## src/rtl/ttcs_pkg.sv

```systemverilog
`timescale 1ns / 1ps
// ----------------------------------------------------------------------------
// Traction torque command shaper package
// Field widths, register indexes, inverter state codes and serial unit
// step counts shared by the channel interfaces and the top level.
// ----------------------------------------------------------------------------
package ttcs_pkg;

   localparam int PEDAL_W  = 7;
   localparam int STATE_W  = 2;
   localparam int SPEED_W  = 16;
   localparam int POWER_W  = 20;
   localparam int TORQUE_W = 16;
   localparam int LIMIT_W  = 15;
   localparam int CSR_IDX_W  = 3;
   localparam int CSR_DATA_W = 32;

   // Serial multiply / divide unit
   localparam int MCAND_W   = 32;
   localparam int PROD_W    = MCAND_W + POWER_W;
   localparam int DIVD_W    = PROD_W - 16;
   localparam int DIVR_W    = 16;
   localparam int MUL_STEPS = POWER_W;
   localparam int DIV_STEPS = DIVD_W;
   localparam int CNT_W     = 6;

   localparam logic [PEDAL_W-1:0] PEDAL_DEAD   = 7'd10;
   localparam logic [DIVR_W-1:0]  PERCENT_DIV  = 16'd100;
   localparam logic [DIVR_W-1:0]  SPEED_FLOOR  = 16'd10;
   localparam logic [LIMIT_W-1:0] RAW_SAT      = 15'h7FFF;

   typedef logic [CSR_IDX_W-1:0] csr_index_type;
   localparam csr_index_type REG_MODE         = 3'd0;
   localparam csr_index_type REG_SETPOINT_MAX = 3'd1;
   localparam csr_index_type REG_RATE_STEP    = 3'd2;
   localparam csr_index_type REG_LIMIT_POS    = 3'd3;
   localparam csr_index_type REG_LIMIT_NEG    = 3'd4;
   localparam csr_index_type REG_MAX_SPEED    = 3'd5;
   localparam csr_index_type REG_POWER_GAIN   = 3'd6;
   localparam csr_index_type REG_TORQUE_CAP   = 3'd7;

   typedef logic [STATE_W-1:0] inv_state_type;
   localparam inv_state_type INV_OFF     = 2'd0;
   localparam inv_state_type INV_ERROR   = 2'd1;
   localparam inv_state_type INV_READY   = 2'd2;
   localparam inv_state_type INV_RUNNING = 2'd3;

endpackage

```

## src/rtl/ttcs_if.sv

```systemverilog
`timescale 1ns / 1ps
// ----------------------------------------------------------------------------
// Traction torque command shaper channels
// Valid/ready interfaces for the request, response and register write
// channels of the shaper.
// ----------------------------------------------------------------------------
interface ttcs_req_if;
   logic                               valid;
   logic                               ready;
   logic [ttcs_pkg::PEDAL_W-1:0]       pedal;
   logic                               allowed;
   logic [ttcs_pkg::STATE_W-1:0]       inverter_state;
   logic signed [ttcs_pkg::SPEED_W-1:0] speed;
   logic [ttcs_pkg::POWER_W-1:0]       power;

   modport source (output valid, pedal, allowed, inverter_state, speed, power,
                   input ready);
   modport sink   (input valid, pedal, allowed, inverter_state, speed, power,
                   output ready);
endinterface

interface ttcs_rsp_if;
   logic                                 valid;
   logic                                 ready;
   logic signed [ttcs_pkg::TORQUE_W-1:0] torque_command;
   logic [ttcs_pkg::LIMIT_W-1:0]         pos_limit_out;
   logic signed [ttcs_pkg::TORQUE_W-1:0] neg_limit_out;
   logic [ttcs_pkg::LIMIT_W-1:0]         dynamic_limit;

   modport source (output valid, torque_command, pos_limit_out, neg_limit_out,
                   dynamic_limit, input ready);
   modport sink   (input valid, torque_command, pos_limit_out, neg_limit_out,
                   dynamic_limit, output ready);
endinterface

interface ttcs_csr_if;
   logic                              valid;
   logic                              ready;
   logic [ttcs_pkg::CSR_IDX_W-1:0]    index;
   logic [ttcs_pkg::CSR_DATA_W-1:0]   data;

   modport source (output valid, index, data, input ready);
   modport sink   (input valid, index, data, output ready);
endinterface

```

## src/rtl/traction_torque_command_shaper.sv

```systemverilog
`timescale 1ns / 1ps
// ----------------------------------------------------------------------------
// Traction torque command shaper
// Turns pedal position into a rate-limited, clamped torque setpoint with
// a power over speed dynamic torque limit, once per control tick.
//
// Channels: req_chan takes one request per tick (pedal, allowed, inverter
// state, speed, power); rsp_chan returns at most one response (torque
// command, limit words, dynamic limit); csr_chan writes the eight
// registers, always ready; write them only while no request is in flight.
// Flow: a request in off or error state gives no response and the
// block stays ready. A request that is not allowed goes straight to the
// shaping state, which registers its response. Otherwise one shared
// bit-serial unit runs twice, 20 multiply and 36 divide steps per pass
// (pedal scaling by 100, then power over speed), then the rate state;
// the shaping state then registers the response and returns to idle.
// One request is in flight at a time; req_chan.ready is low while busy.
// Reset clears the eight registers, the previous setpoint and the response.
// A stalled response holds in its register; the next request may be
// accepted meanwhile and its result waits until the old one is taken.
// ----------------------------------------------------------------------------
module traction_torque_command_shaper (
   input  logic        clock,
   input  logic        reset,
   ttcs_req_if.sink    req_chan,
   ttcs_rsp_if.source  rsp_chan,
   ttcs_csr_if.sink    csr_chan
);

   localparam logic [2:0] ST_IDLE  = 3'd0;
   localparam logic [2:0] ST_MUL   = 3'd1;
   localparam logic [2:0] ST_DIV   = 3'd2;
   localparam logic [2:0] ST_RATE  = 3'd3;
   localparam logic [2:0] ST_SHAPE = 3'd4;

   localparam int PW = ttcs_pkg::PROD_W;
   localparam int MW = ttcs_pkg::MCAND_W;
   localparam int NW = ttcs_pkg::POWER_W;
   localparam int DW = ttcs_pkg::DIVR_W;
   localparam int LW = ttcs_pkg::LIMIT_W;
   localparam int TW = ttcs_pkg::TORQUE_W;
   localparam int CW = ttcs_pkg::CNT_W;
   localparam int SPW = ttcs_pkg::SPEED_W;

   // registers
   logic [1:0]           mode_ff;
   logic [LW-1:0]        setpoint_max_ff, rate_step_ff, limit_pos_ff;
   logic signed [TW-1:0] limit_neg_ff;
   logic [LW-1:0]        max_speed_ff, torque_cap_ff;
   logic [MW-1:0]        power_gain_ff;

   logic [2:0]           state_ff, state_in;
   logic [CW-1:0]        cnt_ff, cnt_in;
   logic                 pass_ff, pass_in;
   logic [PW-1:0]        prod_ff, prod_in;
   logic [MW-1:0]        mcand_ff, mcand_in;
   logic [DW-1:0]        divr_ff, divr_in;
   logic [DW-1:0]        rem_ff, rem_in;
   logic [LW-1:0]        quo_ff, quo_in;
   logic                 ovf_ff, ovf_in;
   logic [LW-1:0]        raw_ff, raw_in;
   logic [LW-1:0]        dyn_ff, dyn_in;
   logic signed [17:0]   rate_ff, rate_in;
   logic                 allowed_ff, allowed_in;
   logic                 running_ff, running_in;
   logic signed [SPW-1:0] spd_ff, spd_in;
   logic [NW-1:0]        power_ff, power_in;
   logic signed [TW-1:0] prev_ff, prev_in;

   logic                 rsp_valid_ff, rsp_valid_in;
   logic signed [TW-1:0] rsp_torque_ff, rsp_torque_in;
   logic [LW-1:0]        rsp_lpos_ff, rsp_lpos_in;
   logic [LW-1:0]        rsp_dyn_ff, rsp_dyn_in;

   // combinational helpers
   logic                 req_fire;
   logic [ttcs_pkg::PEDAL_W-1:0] pedal_eff;
   logic [MW:0]          mul_sum;
   logic [DW:0]          div_trial;
   logic [DW:0]          div_diff;
   logic                 div_ge;
   logic [LW-1:0]        quo_next;
   logic                 ovf_next;
   logic [LW-1:0]        pass_cap;
   logic [LW-1:0]        pass_val;
   logic [DW-1:0]        spd_abs;
   logic [DW-1:0]        spd_div;
   logic signed [17:0]   rate_hi, rate_lo, raw_ext;
   logic signed [18:0]   neg_val;
   logic signed [18:0]   clamp_pos;
   logic signed [18:0]   clamp_neg;
   logic signed [TW-1:0] shaped;
   logic signed [TW:0]   spd_ext, max_ext;
   logic                 overspeed, standstill;
   logic signed [TW-1:0] torque_fin;

   assign req_chan.ready = (state_ff == ST_IDLE);
   assign csr_chan.ready = 1'b1;
   assign req_fire       = req_chan.valid && req_chan.ready;

   assign rsp_chan.valid          = rsp_valid_ff;
   assign rsp_chan.torque_command = rsp_torque_ff;
   assign rsp_chan.pos_limit_out  = rsp_lpos_ff;
   assign rsp_chan.neg_limit_out  = '0;
   assign rsp_chan.dynamic_limit  = rsp_dyn_ff;

   assign pedal_eff = (req_chan.pedal < ttcs_pkg::PEDAL_DEAD) ? '0 : req_chan.pedal;

   // serial multiply / divide datapath
   assign mul_sum   = {1'b0, prod_ff[PW-1:NW]} + {1'b0, mcand_ff};
   assign div_trial = {rem_ff, prod_ff[PW-1]};
   assign div_diff  = div_trial - {1'b0, divr_ff};
   assign div_ge    = (div_trial >= {1'b0, divr_ff});
   assign quo_next  = {quo_ff[LW-2:0], div_ge};
   assign ovf_next  = ovf_ff | quo_ff[LW-1];
   assign pass_cap  = pass_ff ? torque_cap_ff : ttcs_pkg::RAW_SAT;
   assign pass_val  = (ovf_next || (quo_next > pass_cap)) ? pass_cap : quo_next;

   assign spd_abs = spd_ff[SPW-1] ? DW'(-spd_ff) : DW'(spd_ff);
   assign spd_div = (spd_abs < ttcs_pkg::SPEED_FLOOR) ? ttcs_pkg::SPEED_FLOOR : spd_abs;

   // rate limit
   assign raw_ext = {3'b000, raw_ff};
   assign rate_hi = {{2{prev_ff[TW-1]}}, prev_ff} + {3'b000, rate_step_ff};
   assign rate_lo = {{2{prev_ff[TW-1]}}, prev_ff} - {3'b000, rate_step_ff};

   // sign, clamps and speed checks
   assign neg_val   = mode_ff[0] ? -{rate_ff[17], rate_ff} : {rate_ff[17], rate_ff};
   assign clamp_pos = (neg_val > $signed({4'b0000, limit_pos_ff}))
                      ? $signed({4'b0000, limit_pos_ff}) : neg_val;
   assign clamp_neg = (clamp_pos < $signed({{3{limit_neg_ff[TW-1]}}, limit_neg_ff}))
                      ? $signed({{3{limit_neg_ff[TW-1]}}, limit_neg_ff}) : clamp_pos;
   assign shaped    = TW'(clamp_neg);
   assign spd_ext   = {spd_ff[SPW-1], spd_ff};
   assign max_ext   = {2'b00, max_speed_ff};
   assign overspeed = (spd_ext > max_ext) || (spd_ext < -max_ext);
   assign standstill = mode_ff[1] && (spd_ff > -16'sd10) && (spd_ff < 16'sd10)
                       && shaped[TW-1];
   assign torque_fin = (!allowed_ff || overspeed || standstill) ? '0 : shaped;

   always_comb begin
      state_in      = state_ff;
      cnt_in        = cnt_ff;
      pass_in       = pass_ff;
      prod_in       = prod_ff;
      mcand_in      = mcand_ff;
      divr_in       = divr_ff;
      rem_in        = rem_ff;
      quo_in        = quo_ff;
      ovf_in        = ovf_ff;
      raw_in        = raw_ff;
      dyn_in        = dyn_ff;
      rate_in       = rate_ff;
      allowed_in    = allowed_ff;
      running_in    = running_ff;
      spd_in        = spd_ff;
      power_in      = power_ff;
      prev_in       = prev_ff;
      rsp_valid_in  = rsp_valid_ff && !rsp_chan.ready;
      rsp_torque_in = rsp_torque_ff;
      rsp_lpos_in   = rsp_lpos_ff;
      rsp_dyn_in    = rsp_dyn_ff;

      unique case (state_ff)
         ST_IDLE: begin
            if (req_fire) begin
               allowed_in = req_chan.allowed;
               running_in = (req_chan.inverter_state == ttcs_pkg::INV_RUNNING);
               spd_in     = req_chan.speed;
               power_in   = req_chan.power;
               unique case (req_chan.inverter_state)
                  ttcs_pkg::INV_OFF: begin
                  end
                  ttcs_pkg::INV_ERROR: begin
                     prev_in = '0;
                  end
                  ttcs_pkg::INV_READY, ttcs_pkg::INV_RUNNING: begin
                     if (req_chan.allowed) begin
                        pass_in  = 1'b0;
                        cnt_in   = '0;
                        prod_in  = PW'(pedal_eff);
                        mcand_in = {1'b0, setpoint_max_ff, 16'h0000};
                        divr_in  = ttcs_pkg::PERCENT_DIV;
                        state_in = ST_MUL;
                     end else begin
                        dyn_in   = '0;
                        state_in = ST_SHAPE;
                     end
                  end
               endcase
            end
         end
         ST_MUL: begin
            prod_in = prod_ff[0] ? {mul_sum, prod_ff[NW-1:1]}
                                 : {1'b0, prod_ff[PW-1:NW], prod_ff[NW-1:1]};
            cnt_in  = cnt_ff + 1'b1;
            if (cnt_ff == CW'(ttcs_pkg::MUL_STEPS - 1)) begin
               cnt_in   = '0;
               rem_in   = '0;
               quo_in   = '0;
               ovf_in   = 1'b0;
               state_in = ST_DIV;
            end
         end
         ST_DIV: begin
            prod_in = {prod_ff[PW-2:0], 1'b0};
            rem_in  = div_ge ? div_diff[DW-1:0] : div_trial[DW-1:0];
            quo_in  = quo_next;
            ovf_in  = ovf_next;
            cnt_in  = cnt_ff + 1'b1;
            if (cnt_ff == CW'(ttcs_pkg::DIV_STEPS - 1)) begin
               cnt_in = '0;
               if (!pass_ff) begin
                  raw_in   = pass_val;
                  pass_in  = 1'b1;
                  prod_in  = PW'(power_ff);
                  mcand_in = power_gain_ff;
                  divr_in  = spd_div;
                  state_in = ST_MUL;
               end else begin
                  dyn_in   = pass_val;
                  state_in = ST_RATE;
               end
            end
         end
         ST_RATE: begin
            if (raw_ext > rate_hi) begin
               rate_in = rate_hi;
            end else if (raw_ext < rate_lo) begin
               rate_in = rate_lo;
            end else begin
               rate_in = raw_ext;
            end
            state_in = ST_SHAPE;
         end
         ST_SHAPE: begin
            // hold until the response register is free
            if (!rsp_valid_ff || rsp_chan.ready) begin
               rsp_valid_in  = 1'b1;
               rsp_torque_in = torque_fin;
               rsp_lpos_in   = ((torque_fin > 16'sd0) || (spd_ff != 16'sd0))
                               ? limit_pos_ff : '0;
               rsp_dyn_in    = dyn_ff;
               prev_in       = (allowed_ff && running_ff) ? torque_fin : '0;
               state_in      = ST_IDLE;
            end
         end
         default: begin
            state_in = ST_IDLE;
         end
      endcase
   end

   always_ff @(posedge clock) begin
      if (reset) begin
         state_ff        <= ST_IDLE;
         cnt_ff          <= '0;
         pass_ff         <= 1'b0;
         prev_ff         <= '0;
         rsp_valid_ff    <= 1'b0;
         mode_ff         <= '0;
         setpoint_max_ff <= '0;
         rate_step_ff    <= '0;
         limit_pos_ff    <= '0;
         limit_neg_ff    <= '0;
         max_speed_ff    <= '0;
         power_gain_ff   <= '0;
         torque_cap_ff   <= '0;
      end else begin
         state_ff     <= state_in;
         cnt_ff       <= cnt_in;
         pass_ff      <= pass_in;
         prev_ff      <= prev_in;
         rsp_valid_ff <= rsp_valid_in;
         if (csr_chan.valid) begin
            unique case (csr_chan.index)
               ttcs_pkg::REG_MODE:         mode_ff         <= csr_chan.data[1:0];
               ttcs_pkg::REG_SETPOINT_MAX: setpoint_max_ff <= csr_chan.data[LW-1:0];
               ttcs_pkg::REG_RATE_STEP:    rate_step_ff    <= csr_chan.data[LW-1:0];
               ttcs_pkg::REG_LIMIT_POS:    limit_pos_ff    <= csr_chan.data[LW-1:0];
               ttcs_pkg::REG_LIMIT_NEG:    limit_neg_ff    <= csr_chan.data[TW-1:0];
               ttcs_pkg::REG_MAX_SPEED:    max_speed_ff    <= csr_chan.data[LW-1:0];
               ttcs_pkg::REG_POWER_GAIN:   power_gain_ff   <= csr_chan.data[MW-1:0];
               ttcs_pkg::REG_TORQUE_CAP:   torque_cap_ff   <= csr_chan.data[LW-1:0];
               default: begin
               end
            endcase
         end
      end
   end

   always_ff @(posedge clock) begin
      prod_ff       <= prod_in;
      mcand_ff      <= mcand_in;
      divr_ff       <= divr_in;
      rem_ff        <= rem_in;
      quo_ff        <= quo_in;
      ovf_ff        <= ovf_in;
      raw_ff        <= raw_in;
      dyn_ff        <= dyn_in;
      rate_ff       <= rate_in;
      allowed_ff    <= allowed_in;
      running_ff    <= running_in;
      spd_ff        <= spd_in;
      power_ff      <= power_in;
      rsp_torque_ff <= rsp_torque_in;
      rsp_lpos_ff   <= rsp_lpos_in;
      rsp_dyn_ff    <= rsp_dyn_in;
   end

endmodule
```

## src/flat_wrapper.sv

```systemverilog
// flat-port wrapper written by rule: the top's interface ports become plain ports
module traction_torque_command_shaper_flat 
  (clock, reset, req_chan_valid, req_chan_pedal, req_chan_allowed, req_chan_inverter_state, req_chan_speed, req_chan_power, req_chan_ready, rsp_chan_valid, rsp_chan_torque_command, rsp_chan_pos_limit_out, rsp_chan_neg_limit_out, rsp_chan_dynamic_limit, rsp_chan_ready, csr_chan_valid, csr_chan_index, csr_chan_data, csr_chan_ready);
  ttcs_req_if req_chan_i ();
  ttcs_rsp_if rsp_chan_i ();
  ttcs_csr_if csr_chan_i ();
  input  logic clock;
  input  logic reset;
  input wire logic [$bits(req_chan_i.valid)-1:0] req_chan_valid;
  input wire logic [$bits(req_chan_i.pedal)-1:0] req_chan_pedal;
  input wire logic [$bits(req_chan_i.allowed)-1:0] req_chan_allowed;
  input wire logic [$bits(req_chan_i.inverter_state)-1:0] req_chan_inverter_state;
  input wire logic [$bits(req_chan_i.speed)-1:0] req_chan_speed;
  input wire logic [$bits(req_chan_i.power)-1:0] req_chan_power;
  output wire logic [$bits(req_chan_i.ready)-1:0] req_chan_ready;
  output wire logic [$bits(rsp_chan_i.valid)-1:0] rsp_chan_valid;
  output wire logic [$bits(rsp_chan_i.torque_command)-1:0] rsp_chan_torque_command;
  output wire logic [$bits(rsp_chan_i.pos_limit_out)-1:0] rsp_chan_pos_limit_out;
  output wire logic [$bits(rsp_chan_i.neg_limit_out)-1:0] rsp_chan_neg_limit_out;
  output wire logic [$bits(rsp_chan_i.dynamic_limit)-1:0] rsp_chan_dynamic_limit;
  input wire logic [$bits(rsp_chan_i.ready)-1:0] rsp_chan_ready;
  input wire logic [$bits(csr_chan_i.valid)-1:0] csr_chan_valid;
  input wire logic [$bits(csr_chan_i.index)-1:0] csr_chan_index;
  input wire logic [$bits(csr_chan_i.data)-1:0] csr_chan_data;
  output wire logic [$bits(csr_chan_i.ready)-1:0] csr_chan_ready;
  assign req_chan_i.valid = req_chan_valid;
  assign req_chan_i.pedal = req_chan_pedal;
  assign req_chan_i.allowed = req_chan_allowed;
  assign req_chan_i.inverter_state = req_chan_inverter_state;
  assign req_chan_i.speed = req_chan_speed;
  assign req_chan_i.power = req_chan_power;
  assign req_chan_ready = req_chan_i.ready;
  assign rsp_chan_valid = rsp_chan_i.valid;
  assign rsp_chan_torque_command = rsp_chan_i.torque_command;
  assign rsp_chan_pos_limit_out = rsp_chan_i.pos_limit_out;
  assign rsp_chan_neg_limit_out = rsp_chan_i.neg_limit_out;
  assign rsp_chan_dynamic_limit = rsp_chan_i.dynamic_limit;
  assign rsp_chan_i.ready = rsp_chan_ready;
  assign csr_chan_i.valid = csr_chan_valid;
  assign csr_chan_i.index = csr_chan_index;
  assign csr_chan_i.data = csr_chan_data;
  assign csr_chan_ready = csr_chan_i.ready;
  traction_torque_command_shaper u_core (.clock(clock), .reset(reset), .req_chan(req_chan_i), .rsp_chan(rsp_chan_i), .csr_chan(csr_chan_i));
endmodule
```

## config.mk

```make
export PLATFORM = sky130hd
export DESIGN_NAME = traction_torque_command_shaper_flat
export DESIGN_NICKNAME = d
export VERILOG_FILES = /design/src/rtl/ttcs_pkg.sv /design/src/rtl/ttcs_if.sv /design/src/rtl/traction_torque_command_shaper.sv /design/src/flat_wrapper.sv
export SDC_FILE = /design/constraint.sdc
export NUM_CORES = 1
export LEC_CHECK = 0
export BUFFER_PORTS_ARGS = -buffer_cell sky130_fd_sc_hd__buf_4
export CAP_MARGIN = 20
export CELL_PAD_IN_SITES_DETAIL_PLACEMENT = 1
export CELL_PAD_IN_SITES_GLOBAL_PLACEMENT = 2
export CORE_ASPECT_RATIO = 1.4
export CORE_UTILIZATION = 35
export DETAILED_ROUTE_END_ITERATION = 12
export PLACE_DENSITY_LB_ADDON = 0.05
export SYNTH_ARGS = -nofsm -noshare
export SYNTH_HDL_FRONTEND = slang
export SYNTH_SLANG_ARGS = --single-unit
```

## constraint.sdc

```tcl
create_clock -name clock -period 18.4 [get_ports clock]
set_input_delay 4.6 -clock clock [delete_from_list [all_inputs] [get_ports clock]]
set_output_delay 4.6 -clock clock [all_outputs]
set_load 0.1 [all_outputs]
```

# Word-level counts from Yosys, hierarchy flattened
# Cells that the tools add are included.
# W data, S select, Z words.
[totals]
regBits = 416
input_bits = 86
word_cells = 188
[op_classes]
addsub = 8
magnitude_cmp = 13
n_eq_ne = 26
mux = 69
n_bitwise = 2
n_reduce_logical = 41
[op_table]
columns = ["op", "count"]
rows = [
  ["$mux W52", 6],
  ["$mux W16", 15],
  ["$mux W32", 5],
  ["$pmux W52 S3", 1],
  ["$mux W15", 8],
  ["$pmux W16 S2", 3],
  ["$pmux W32 S2", 1],
  ["$pmux W15 S2", 2],
  ["$mux W19", 2],
  ["$mux W18", 2],
  ["$add A32 B32 Y33", 1],
  ["$mux W6", 5],
  ["$reduce_and A2 Y1", 11],
  ["$gt A19 B16 Y1", 1],
  ["$lt A19 B16 Y1", 1],
  ["$neg A19 Y19", 1],
  ["$gt A16 B18 Y1", 1],
  ["$lt A16 B18 Y1", 1],
  ["$mux W3", 6],
  ["$pmux W6 S3", 1],
  ["$add A16 B16 Y17", 1],
  ["$ge A17 B16 Y1", 1],
  ["$lt A16 B17 Y1", 1],
  ["$neg A15 Y17", 1],
  ["39 further kinds", 81],
]

# Logic depth before layout (Yosys ltp)
# Gate-level depths: netlist (run 1).
[logic_depth]
word_depth = 12
mapped_depth = 29

# Least setup slack after synthesis (run 1)
# OpenSTA, ideal clock, no wires.
[synth_timing]
kind = "input-to-reg"
from = "in req_chan_inverter_state[1]"
to = "reg u_core.divr_ff[0], enable pin"
t_arrival_ns = 8.127
setup_slack_ns = 9.760
cell_stages = 4
cell_sequence = "nand3_1 -> nor2_1 -> a21oi_1 -> nor3_1"
[synth_via]
elab_chain_cells = 4
[synth_rtl]
columns = ["item", "line", "rtl"]
rows = [
  ["start, declared", "flat_wrapper.sv:12", "input wire logic [$bits(req_chan_i.inverter_state)-1:0] req_chan_inverter_state;"],
  ["$eq A2 B2 Y1", "traction_torque_command_shaper.sv:171", "unique case (req_chan.inverter_state)"],
  ["$reduce_or A2 Y1 *", "traction_torque_command_shaper.sv:171", ""],
  ["$ne A2 B2 Y1 (no source line) *", "n/a", ""],
  ["$reduce_and A6 Y1 (no source line) *", "n/a", ""],
  ["end signal, assigned", "traction_torque_command_shaper.sv:295", "divr_ff <= divr_in;"],
  ["end, declared", "traction_torque_command_shaper.sv:57", "logic [DW-1:0] divr_ff, divr_in;"],
]
# Every way passes the cells marked *; elsewhere a longest branch is shown, timed or not.
# A chain may end at the register's enable or synchronous reset.

# Worst setup path after layout (run 1)
[layout_timing]
from = "reg u_core.rate_ff[4]"
to = "reg u_core.rsp_torque_ff[10], in the netlist u_core.rsp_chan.torque_command[10], data pin"
[layout_via]
elab_chain_cells = 9
[layout_rtl]
columns = ["item", "line", "rtl"]
rows = [
  ["start, declared", "traction_torque_command_shaper.sv:63", "logic signed [17:0] rate_ff, rate_in;"],
  ["start signal, assigned", "traction_torque_command_shaper.sv:301", "rate_ff <= rate_in;"],
  ["$neg A19 Y19", "traction_torque_command_shaper.sv:128", "assign neg_val = mode_ff[0] ? -{rate_ff[17], rate_ff} : {rate_ff[17], rate_ff};"],
  ["$mux W19 *", "traction_torque_command_shaper.sv:128", ""],
  ["$gt A19 B16 Y1", "traction_torque_command_shaper.sv:129", "assign clamp_pos = (neg_val > $signed({4'b0000, limit_pos_ff}))"],
  ["$mux W19 *", "traction_torque_command_shaper.sv:130", "? $signed({4'b0000, limit_pos_ff}) : neg_val;"],
  ["$lt A19 B16 Y1", "traction_torque_command_shaper.sv:131", "assign clamp_neg = (clamp_pos < $signed({{3{limit_neg_ff[TW-1]}}, limit_neg_ff}))"],
  ["$mux W16 *", "traction_torque_command_shaper.sv:132", "? $signed({{3{limit_neg_ff[TW-1]}}, limit_neg_ff}) : clamp_pos;"],
  ["$logic_and A1 B1 Y1", "traction_torque_command_shaper.sv:138", "&& shaped[TW-1];"],
  ["$logic_or A1 B1 Y1", "traction_torque_command_shaper.sv:139", "assign torque_fin = (!allowed_ff || overspeed || standstill) ? '0 : shaped;"],
  ["$mux W16 *", "traction_torque_command_shaper.sv:139", ""],
  ["named net u_core.torque_fin[10]", "traction_torque_command_shaper.sv:95", "logic signed [TW-1:0] torque_fin;"],
  ["end signal, assigned", "traction_torque_command_shaper.sv:306", "rsp_torque_ff <= rsp_torque_in;"],
  ["end, declared", "traction_torque_command_shaper.sv:71", "logic signed [TW-1:0] rsp_torque_ff, rsp_torque_in;"],
]
# Mark *: on every way through the listed nets, which the timed path passes. The rest lies on a longest branch.

==> metrics.csv, run 1 <==
stage,metric,value,unit
routing,Starting DRT DRC Count,863,
timing,setup violators final,0,
floorplanning,die width,224,um
placed_design,dpl hpwl,58600,um
global_route,GRT overflow,0,
clocking,Post-CTS Resized,0,
timing,Tmin final,7.08,ns
status,outcome,finished clean,
timing,final hold viol count,0,
global_route,largest net degree at the start of global routing,76,
setup_path,CP Max Fanout,32,
synthesis,Seq cells post-synth,415,
global_route,vias in the first global route,20178,
routing,final wirelength,77300,um
synthesis,Synth Warn #,0,
pwr,VDD IR max,0.0588,mV
synthesis,number of synthesized flops with an enable pin,263,
synthesis,"Seq/Total Area, Yosys",0.454,
synthesis,Synth Cell Area,24100,sq um
layout,Area Growth Syn to Fin,14.6,%
routing,Routed WL per cell,21.4,um
floorplanning,die area,69900,sq um
setup_path,startpoint class of the critical path,flip-flop,
clocking,Skew-Pair Late Insertion Delay,0.60,ns
routing,DR vias/cell,5.27,
global_route,global-route wire length before repair,119000,um
clocking,CTS tree,built,
setup_path,Critical Path End Type,flip-flop,
timing,Achievable Freq,0.141,GHz
job,max-cap viol count,0,
placed_design,# port buffers,133,
pwr,leakage power,10.7,nW
timing,Max transition margin,0.280,
global_route,GRT Total Usage,0.222,
layout,Total Nets Final,2942,
synthesis,Synth cell types,86,
clocking,Hold Buf Count CTS,0,
floorplanning,# IOs,151,
synthesis,cell count after synthesis,2563,
clocking,Root Buffer,clkbuf_16,
floorplanning,core area,68000,sq um
routing,# DRC,0,
clocking,clk sinks,415,
clocking,post-CTS setup buffer count,0,
timing,Worst-Margin Slew,1.08,ns
routing,Routed Antenna Nets,0,
pwr,Final Power,0.00317,W
routing,drt pass-1 iters,5,
setup_path,Crit Path Category,reg2reg,
layout,share of cells above drive strength 1,0.111,
layout,Antenna diodes,0,
timing,setup tns final,0,ns
floorplanning,Cell Rows,113,
synthesis,syn_area_per_cell,9.40,sq um
placed_design,RePlAce Congestion,0.853,
hold_path,Hold WC Path Type,reg2reg,
clocking,H-tree depth,2,
timing,RSZ-0062 raised after global routing,no,
timing,Max Slew Vio Count,0,
synthesis,Synth async-reset ratio,0,
floorplanning,Initial Util,0.354,
routing,vias,19080,
clocking,Clock Path Buffers,3,
setup_path,CP required,18.71,ns
pwr,PwrDens,115,nW/um^2
synthesis,ys flop type,edfxtp_1,
clocking,Clock Pin Slew Worst Setup and Hold Paths,0.06,ns
floorplanning,die height,312,um
timing,period utilization,0.385,
timing,Setup Skew,0.0153,ns
clocking,Num CTS Buffers,46,
setup_path,critical path data arrival time,7.39,ns
global_route,initial antenna violation count,3,
[power by group]
| group | switching (W) | internal, W |
|---|---|---|
| Clock | 0.000399 | 0.000584 |
| Combinational | 0.000641 | 0.000316 |
| Sequential | 0.0000876 | 0.00114 |
[layout make-up]
type,count,area (sq um)
repair buffers,168,1270
clock buffers,58,1260
fillers,7713,40400
multi-input cells,1887,12100
well taps,920,1150
flip-flops and latches,415,10900
inverters,143,537
clock inverters,28,329
[cells by family after synthesis]
logic type | after synthesis | share of synthesized area
multiplexers | 83 | 0.0350
AO/OA/AOI/OAI | 595 | 0.155
flip-flops | 415 | 0.454
other | 2 | 0.000312
adder cells (fa/ha/maj) | 195 | 0.102
buffers and inverters | 276 | 0.0474
XOR/XNOR | 108 | 0.0393
AND/OR/NAND/NOR | 889 | 0.167
[cells in the final DEF, fill, tap and decap left out, types with 27 or more instances in the layout]
| cell type | instances |
|---|---|
| nand2_1 | 429 |
| edfxtp_1 | 263 |
| a21oi_1 | 239 |
| ha_1 | 191 |
| nor2_1 | 183 |
| buf_4 | 166 |
| dfxtp_1 | 152 |
| inv_1 | 141 |
| o21ai_0 | 116 |
| mux2i_1 | 81 |
| xnor2_1 | 72 |
| clkbuf_16 | 47 |
| a21o_1 | 41 |
| nor3_1 | 39 |
| xor2_1 | 36 |
| nand4_1 | 34 |
| o21a_1 | 27 |
[critical path, cell delays in order, from the launching register on]
cell	delay, ns
edfxtp_1	0.44
nor4_2	0.47
nand3_1	0.26
o21ai_0	0.27
xnor2_1	0.17
ha_1	0.33
nand4_1	0.16
a211oi_1	0.28
o31ai_1	0.13
a22oi_1	0.25
a21o_1	0.13
and2_1	0.13
buf_4	0.32
nor2_1	0.07
a21oi_1	0.21
ha_1	0.28
a21o_1	0.19
a211oi_1	0.26
o21a_1	0.18
o31ai_1	0.07
a2111oi_0	0.41
and4b_1	0.29
a21oi_2	0.06
buf_4	0.26
mux2i_4	0.24
o21ai_4	0.77
nor2_1	0.15
[layer usage]
metal | vias up | GRT usage | routed length, um
met5 | - | 0 | 34
met4 | 6 | 0.0710 | 2340
met3 | 118 | 0.0286 | 2500
met2 | 294 | 0.409 | 39900
met1 | 9382 | 0.263 | 32600
li1 | 9280 | - | -
[sequential cells by signal (all words and copies together) (netlist names), 16 cells and up]
register and flops:
u_core.divr_ff 16, u_core.rate_ff 17, u_core.power_gain_ff 32, u_core.power_ff 20
u_core.mcand_ff 32, u_core.rsp_chan.torque_command 16, u_core.prev_ff 16, u_core.limit_neg_ff 16
u_core.rem_ff 16, u_core.spd_ff 16, u_core.prod_ff 52
[synth_stat cells, drive strengths merged (28+ instances only)]
| cell | n | area share |
|---|---|---|
| a21o | 41 | 0.013 |
| nand2 | 430 | 0.067 |
| nand4 | 34 | 0.0088 |
| o31ai | 28 | 0.011 |
| inv | 142 | 0.022 |
| dfxtp | 152 | 0.13 |
| xor2 | 36 | 0.013 |
| nor2 | 197 | 0.032 |
| ha | 191 | 0.099 |
| o21ai | 120 | 0.025 |
| edfxtp | 263 | 0.33 |
| buf | 35 | 0.0098 |
| xnor2 | 72 | 0.026 |
| a21oi | 240 | 0.050 |
| nor3 | 42 | 0.0087 |
| clkbuf | 98 | 0.015 |
| mux2i | 82 | 0.035 |
[per-stage QoR]
| stage | hold WS, ns | area, sq um | utilization | setup slack [ns] | cells |
|---|---|---|---|---|---|
| global placement | 0.404 | 26000 | 0.382 | 11.30 | 3528 |
| CTS | 0.420 | 27600 | 0.405 | 11.27 | 3615 |
| global route | 0.432 | 27600 | 0.406 | 10.76 | 3619 |
| detailed placement | 0.406 | 26000 | 0.382 | 11.17 | 3529 |
| floorplan | 0.400 | 24200 | - | 9.76 | 2578 |
| finish | 0.421 | 27600 | 0.406 | 11.32 | 3619 |
[final timing paths]
| kind | startpoint | end | slack (ns) | cells past startpoint |
|---|---|---|---|---|
| setup / recovery | u_core.rate_ff[4]$_DFFE_PP_ | u_core.rsp_chan.torque_command[10]$_DFFE_PP_ | 11.32 | 26 |
| hold / removal | u_core.dyn_ff[1]$_SDFFCE_PN0P_ | u_core.rsp_chan.dynamic_limit[1]$_DFFE_PP_ | 0.42 | 0 |
| setup reg to reg | u_core.rate_ff[4]$_DFFE_PP_ | u_core.rsp_chan.torque_command[10]$_DFFE_PP_ | 11.32 | 26 |
| hold reg to reg | u_core.dyn_ff[1]$_SDFFCE_PN0P_ | u_core.rsp_chan.dynamic_limit[1]$_DFFE_PP_ | 0.42 | 0 |
Note: power is estimated with default switching activity, not from simulation.
==> inputs of run 2 (changes only) <==
==> constraint.sdc (replaced) <==
create_clock -name clock -period 7.25 [get_ports clock]
set_input_delay 1.8125 -clock clock [delete_from_list [all_inputs] [get_ports clock]]
set_output_delay 1.8125 -clock clock [all_outputs]
set_load 0.1 [all_outputs]
==> run 2 against run 1 <==
  * Die area is the same
  * Count of clock-buffer cells in the layout is 8 higher
  * Power rose by 150%
  * Clock skew up 0.017 ns
  * Critical path type unchanged
  * Critical endpoint is now u_core.rsp_chan.pos_limit_out[4]$_SDFFCE_PN0P_
  * Largest power group unchanged
==> metrics.csv, run 2 (synthesized netlist as in run 1, its figures left out) <==
stage,metric,value,unit,change
timing,Setup Skew,0.0322,ns,+0.0168 ns
layout,filler-free cell count of the finished design,3618,,-0.028%
routing,Routed WL per cell,21.9,um,+2.6%
clocking,CTS tree,built,,
timing,setup violators final,0,,unchanged
layout,Total Nets Final,2941,,-0.034%
routing,final wirelength,79300,um,+2.6%
status,outcome,finished clean,,
pwr,Final Power,0.00790,W,+150%
clocking,Clock Pin Slew Worst Setup and Hold Paths,0.06,ns,about the same
routing,# DRC,0,,unchanged
floorplanning,# IOs,151,,unchanged
setup_path,CP Max Fanout,22,,-31%
routing,vias,19063,,-0.089%
setup_path,Critical Path End Type,flip-flop,,
clocking,Skew-Pair Late Insertion Delay,0.61,ns,about the same
pwr,PwrDens,288,nW/um^2,+150%
clocking,clk sinks,415,,unchanged
setup_path,Crit Path Category,reg2reg,,
layout,post-route core utilization,0.404,,-0.00188
timing,Achievable Freq,0.152,GHz,+7.6%
timing,Tmin final,6.58,ns,-0.498 ns
global_route,initial antenna violation count,1,,-2
layout,max reg flops,52,,unchanged
floorplanning,die area,69900,sq um,unchanged
setup_path,startpoint class of the critical path,flip-flop,,
clocking,H-tree depth,2,,unchanged
global_route,vias in the first global route,20003,,-0.87%
floorplanning,die width,224,um,unchanged
layout,share of cells above drive strength 1,0.110,,-0.00103
timing,setup tns final,0,ns,unchanged
placed_design,RePlAce Congestion,0.894,,+4.9%
clocking,Root Buffer,clkbuf_16,,
placed_design,placed cells,3530,,+0.028%
clocking,Hold Buf Count CTS,0,,unchanged
routing,Routed Antenna Nets,0,,unchanged
setup_path,FF-to-FF path depth,26,,unchanged
placed_design,# port buffers,133,,unchanged
hold_path,Hold WC Path Type,reg2reg,,
setup_path,critical path data arrival time,6.93,ns,-0.46 ns
pwr,leakage power,10.6,nW,-0.70%
global_route,global-route wire length before repair,121000,um,+1.5%
floorplanning,Initial Util,0.354,,unchanged
clocking,post-CTS setup buffer count,0,,unchanged
floorplanning,die height,312,um,unchanged
timing,final hold viol count,0,,unchanged
layout,Fill cells,7841,,+1.7%
timing,period utilization,0.908,,+0.523
clocking,Post-CTS Resized,0,,unchanged
job,max-cap viol count,0,,unchanged
timing,RSZ-0062 raised after global routing,no,,
timing,Worst-Margin Slew,1.13,ns,+0.0565 ns
layout,"commonest non-fill, non-tap cell in the layout",nand2_1,,
layout,biggest regs,"u_core.prod_ff (52), u_core.mcand_ff (32), u_core.power_gain_ff (32)",,
layout,Top reg by flops,u_core.prod_ff,,
setup_path,R2R Setup Slk,0.67,ns,-10.65 ns
floorplanning,core area,68000,sq um,unchanged
global_route,GRT Total Usage,0.226,,+0.00451
hold_path,WHS Path Cells,0,,unchanged
floorplanning,Cell Rows,113,,unchanged
routing,drt pass-1 iters,5,,unchanged
layout,most frequent cells in the layout,"nand2_1, edfxtp_1, a21oi_1, ha_1, nor2_1",,
global_route,largest net degree at the start of global routing,83,,+9.2%
global_route,GRT overflow,0,,unchanged
clocking,Num CTS Buffers,46,,unchanged
timing,setup ws final,0.667,ns,-10.65 ns
placed_design,dpl hpwl,59500,um,+1.5%
layout,Area Growth Syn to Fin,14.0,%,
placed_design,Place WS,0.430,ns,-10.74 ns
timing,Max transition margin,0.245,,-0.0350
clocking,Clock Path Buffers,3,,unchanged
routing,DR vias/cell,5.27,,about the same
setup_path,CP required,7.60,ns,-11.11 ns
routing,Starting DRT DRC Count,803,,-7.0%
pwr,VDD IR max,0.170,mV,+190%
timing,Max Slew Vio Count,0,,unchanged
[run 2: changes by cell type in the layout (fill, tap and decap cells not counted), moves of 2 or more]
cell,delta
bufinv_16,-6
clkbuf_1,+4
clkinv_2,-3
clkinvlp_4,+3
clkinv_1,-2
[run 2: critical path, stage by stage (launching register included)]
cell	delay (ns)
edfxtp_1	0.48
nor4_2	0.40
nand3_1	0.26
o21ai_0	0.30
xnor2_1	0.19
ha_1	0.33
nand4_1	0.15
a211oi_1	0.26
o31ai_1	0.11
a22oi_1	0.26
a21o_1	0.14
and2_2	0.29
buf_4	0.29
nor2_1	0.06
a21oi_1	0.23
ha_1	0.30
a21oi_1	0.16
o22ai_1	0.09
o21ai_0	0.17
nand2b_1	0.09
a2111oi_1	0.51
and4b_1	0.28
a21oi_2	0.12
a21o_1	0.23
a311oi_4	0.28
buf_4	0.30
nor2_1	0.08
[run 2: path summary, 6_finish.rpt]
kind                                   from                                        endpoint
max reg2reg     u_core.rate_ff[2]$_DFFE_PP_  u_core.rsp_chan.pos_limit_out[4]$_SDFFCE_PN0P_
min          u_core.dyn_ff[4]$_SDFFCE_PN0P_      u_core.rsp_chan.dynamic_limit[4]$_DFFE_PP_
min reg2reg  u_core.dyn_ff[4]$_SDFFCE_PN0P_      u_core.rsp_chan.dynamic_limit[4]$_DFFE_PP_
max             u_core.rate_ff[2]$_DFFE_PP_  u_core.rsp_chan.pos_limit_out[4]$_SDFFCE_PN0P_
[run 2: final cells by class]
cell class	instances	area, sq um	share of cell area
multi-input cells	1887	12100	0.441
flip-flops and latches	415	10900	0.398
clock buffers	66	1340	0.0487
repair buffers	167	1250	0.0456
well taps	920	1150	0.0419
inverters	143	537	0.0195
clock inverters	19	130	0.00473
diodes	1	2.50	0.0000911
[run 2: where the power goes]
group | internal, W | leakage (nW) | total [W] | switching (W)
Clock | 0.00132 | 0.714 | 0.00235 | 0.00103
Combinational | 0.000799 | 6.23 | 0.00243 | 0.00163
Sequential | 0.00290 | 3.69 | 0.00313 | 0.000226
[run 2: layer usage]
| metal | up-vias | wire [um] | track usage |
|---|---|---|---|
| li1 | 9262 | - | - |
| met1 | 9435 | 32900 | 0.264 |
| met2 | 272 | 42000 | 0.427 |
| met3 | 92 | 2270 | 0.0270 |
| met4 | 2 | 2190 | 0.0671 |
| met5 | - | 13 | 0 |
[run 2: stage by stage]
step	hold slack [ns]	cell area, sq um
2_1_floorplan	0.400	24200
3_3_place_gp	0.404	26000
3_5_place_dp	0.406	26000
4_1_cts	0.423	27500
5_1_grt	0.430	27500
6_report	0.419	27500
==> inputs of run 3 (changes only) <==
--- a/config.mk
+++ b/config.mk
@@ -10,6 +10,7 @@
 export CELL_PAD_IN_SITES_DETAIL_PLACEMENT = 1
 export CELL_PAD_IN_SITES_GLOBAL_PLACEMENT = 2
 export CORE_ASPECT_RATIO = 1.4
+export CORE_MARGIN = 5
 export CORE_UTILIZATION = 35
 export DETAILED_ROUTE_END_ITERATION = 12
 export PLACE_DENSITY_LB_ADDON = 0.05
==> run 3 against run 2 <==
  * Register-to-register slack better by 0.04 ns
  * Flip-flop and latch count stayed put
  * Via count is 0.20% higher
  * Clock skew down 0.0087 ns
  * Combinational power about the same
  * Final area up 0.39%
==> metrics.csv, run 3 (synthesized netlist as in run 1, its figures left out) <==
stage,metric,value,unit,change
timing,Achievable Freq,0.153,GHz,+0.55%
clocking,Skew-Pair Late Insertion Delay,0.60,ns,about the same
global_route,largest net degree at the start of global routing,76,,-8.4%
hold_path,WHS Path Cells,0,,unchanged
setup_path,CP Max Fanout,32,,+45%
hold_path,Hold Path End,u_core.rsp_chan.dynamic_limit[14]$_DFFE_PP_,,
pwr,PwrDens,290,nW/um^2,+0.71%
global_route,vias in the first global route,20490,,+2.4%
clocking,post-CTS setup buffer count,0,,unchanged
setup_path,worst reg2reg endpoint,u_core.rsp_chan.torque_command[3]$_DFFE_PP_,,
clocking,H-tree depth,2,,unchanged
layout,footprint of the multi-input gates,12100,sq um,about the same
floorplanning,die width,232,um,+3.6%
placed_design,dpl hpwl,60500,um,+1.7%
layout,share of cells above drive strength 1,0.113,,+0.00362
pwr,leakage power,10.7,nW,+0.45%
floorplanning,core area,68000,sq um,unchanged
clocking,clk sinks,415,,unchanged
setup_path,reg-to-reg startpoint,u_core.rate_ff[4]$_DFFE_PP_,,
routing,vias,19101,,+0.20%
routing,Routed Antenna Nets,0,,unchanged
layout,max reg flops,52,,unchanged
routing,Routed WL per cell,22.2,um,+1.1%
placed_design,dpl cell area,26000,sq um,about the same
global_route,GRT Total Usage,0.212,,-0.0146
floorplanning,Initial Util,0.354,,unchanged
setup_path,CP required,7.59,ns,about the same
hold_path,Hold WC Path Type,reg2reg,,
timing,period utilization,0.903,,-0.00501
hold_path,Hold Startpoint,u_core.dyn_ff[14]$_SDFFCE_PN0P_,,
floorplanning,die height,320,um,+2.6%
pwr,VDD IR max,0.218,mV,+28%
clocking,Root Buffer,clkbuf_16,,
job,max-cap viol count,0,,unchanged
routing,DR vias/cell,5.28,,+0.12%
routing,# DRC,0,,unchanged
status,outcome,finished clean,,
layout,Seq. cell area,10900,sq um,unchanged
clocking,Clock Pin Slew Worst Setup and Hold Paths,0.06,ns,about the same
layout,Total Nets Final,2942,,+0.034%
routing,final wirelength,80200,um,+1.2%
layout,Fill cells,7735,,-1.4%
timing,Tmin final,6.55,ns,-0.0363 ns
routing,drt pass-1 iters,5,,unchanged
placed_design,RePlAce Congestion,0.878,,-1.8%
timing,setup violators final,0,,unchanged
layout,Top reg by flops,u_core.prod_ff,,
clocking,Hold Buf Count CTS,0,,unchanged
setup_path,startpoint class of the critical path,flip-flop,,
setup_path,Crit Path Category,reg2reg,,
timing,Max transition margin,0.304,,+0.0596
layout,biggest regs,"u_core.prod_ff (52), u_core.mcand_ff (32), u_core.power_gain_ff (32)",,
clocking,CTS tree,built,,
clocking,Clock Path Buffers,3,,unchanged
setup_path,critical path data arrival time,6.89,ns,-0.04 ns
timing,final hold viol count,0,,unchanged
layout,"commonest non-fill, non-tap cell in the layout",nand2_1,,
floorplanning,die area,74300,sq um,+6.2%
global_route,global-route wire length before repair,123000,um,+1.8%
global_route,initial antenna violation count,2,,+1
setup_path,R2R Setup Slk,0.70,ns,+0.04 ns
clocking,Post-CTS Resized,0,,unchanged
routing,Starting DRT DRC Count,809,,+0.75%
setup_path,Setup crit start,u_core.rate_ff[4]$_DFFE_PP_,,
timing,setup tns final,0,ns,unchanged
global_route,GRT overflow,0,,unchanged
setup_path,FF-to-FF path depth,25,,-3.8%
floorplanning,Cell Rows,113,,unchanged
layout,Final Cell Area,27600,sq um,+0.39%
timing,Worst-Margin Slew,1.04,ns,-0.0894 ns
floorplanning,# IOs,151,,unchanged
clocking,Num CTS Buffers,46,,unchanged
layout,most frequent cells in the layout,"nand2_1, edfxtp_1, a21oi_1, ha_1, nor2_1",,
setup_path,Critical Path End Type,flip-flop,,
layout,Area Growth Syn to Fin,14.5,%,
timing,Setup Skew,0.0234,ns,-0.00874 ns
placed_design,# port buffers,133,,unchanged
timing,Max Slew Vio Count,0,,unchanged
==> run 3: worst max-delay path by stage <==
| stage | endpoint | slack [ns] | depth (start not counted) |
|---|---|---|---|
| 4_1_cts | u_core.rsp_chan.torque_command[3]$_DFFE_PP_ | 0.41 | 25 |
| 5_1_grt | u_core.rsp_chan.torque_command[3]$_DFFE_PP_ | -0.006 | 25 |
| 3_3_place_gp | u_core.rsp_chan.torque_command[6]$_DFFE_PP_ | 0.55 | 25 |
| 6_report | u_core.rsp_chan.torque_command[3]$_DFFE_PP_ | 0.70 | 25 |
| 3_5_place_dp | u_core.rsp_chan.torque_command[4]$_DFFE_PP_ | 0.44 | 25 |
| 2_1_floorplan | u_core.rsp_chan.pos_limit_out[10]$_SDFFCE_PN0P_ | 1.37 | 28 |
==> run 3: power breakdown <==
group	internal, W	switching (W)
Clock	0.00138	0.00104
Combinational	0.000806	0.00163
Sequential	0.00290	0.000229
==> run 3: per-layer routing <==
metal	track usage	wire, um
met1	0.249	33400
met2	0.406	43100
met3	0.0265	1980
met4	0.0491	1730
met5	0	0
==> run 3: cell type report <==
cell class                 count  share of cell area
timing repair buffer         168              0.0466
sequential                   415               0.397
multi-input combinational   1887               0.440
clock inverter                26             0.00889
tap                          920              0.0417
inverter                     143              0.0195
clock buffer                  60              0.0469
antenna                        2            0.000181
==> run 3: per-stage QoR <==
stage	setup WS, ns	hold WS, ns	total power (W)	util	cells
final	0.703	0.422	0.00799	0.406	3621
after global routing	-0.00589	0.425	0.00845	0.406	3619
after detailed placement	0.439	0.407	0.00564	0.382	3529
after CTS	0.411	0.424	0.00810	0.405	3615
after floorplan	1.37	0.400	0.00487	-	2578
after global placement	0.546	0.407	0.00559	0.382	3528
==> run 3: critical path: stages (launching register included) <==
cell and delay (ns):
edfxtp_1 0.44, nor4_2 0.45, nand3_1 0.30, o41a_1 0.40, xor2_1 0.31, ha_1 0.31, and4_1 0.24, nand4_1 0.11
nor3_1 0.05, a22oi_1 0.22, a21o_1 0.14, and2_2 0.38, nor2_1 0.08, a21oi_1 0.19, ha_1 0.28, a21o_1 0.18
a211oi_1 0.22, o21a_1 0.17, o31ai_1 0.08, a2111oi_0 0.41, and4b_1 0.29, a21oi_2 0.13, mux2i_4 0.27, o21ai_4 0.13
buf_4 0.36, nor2_1 0.11
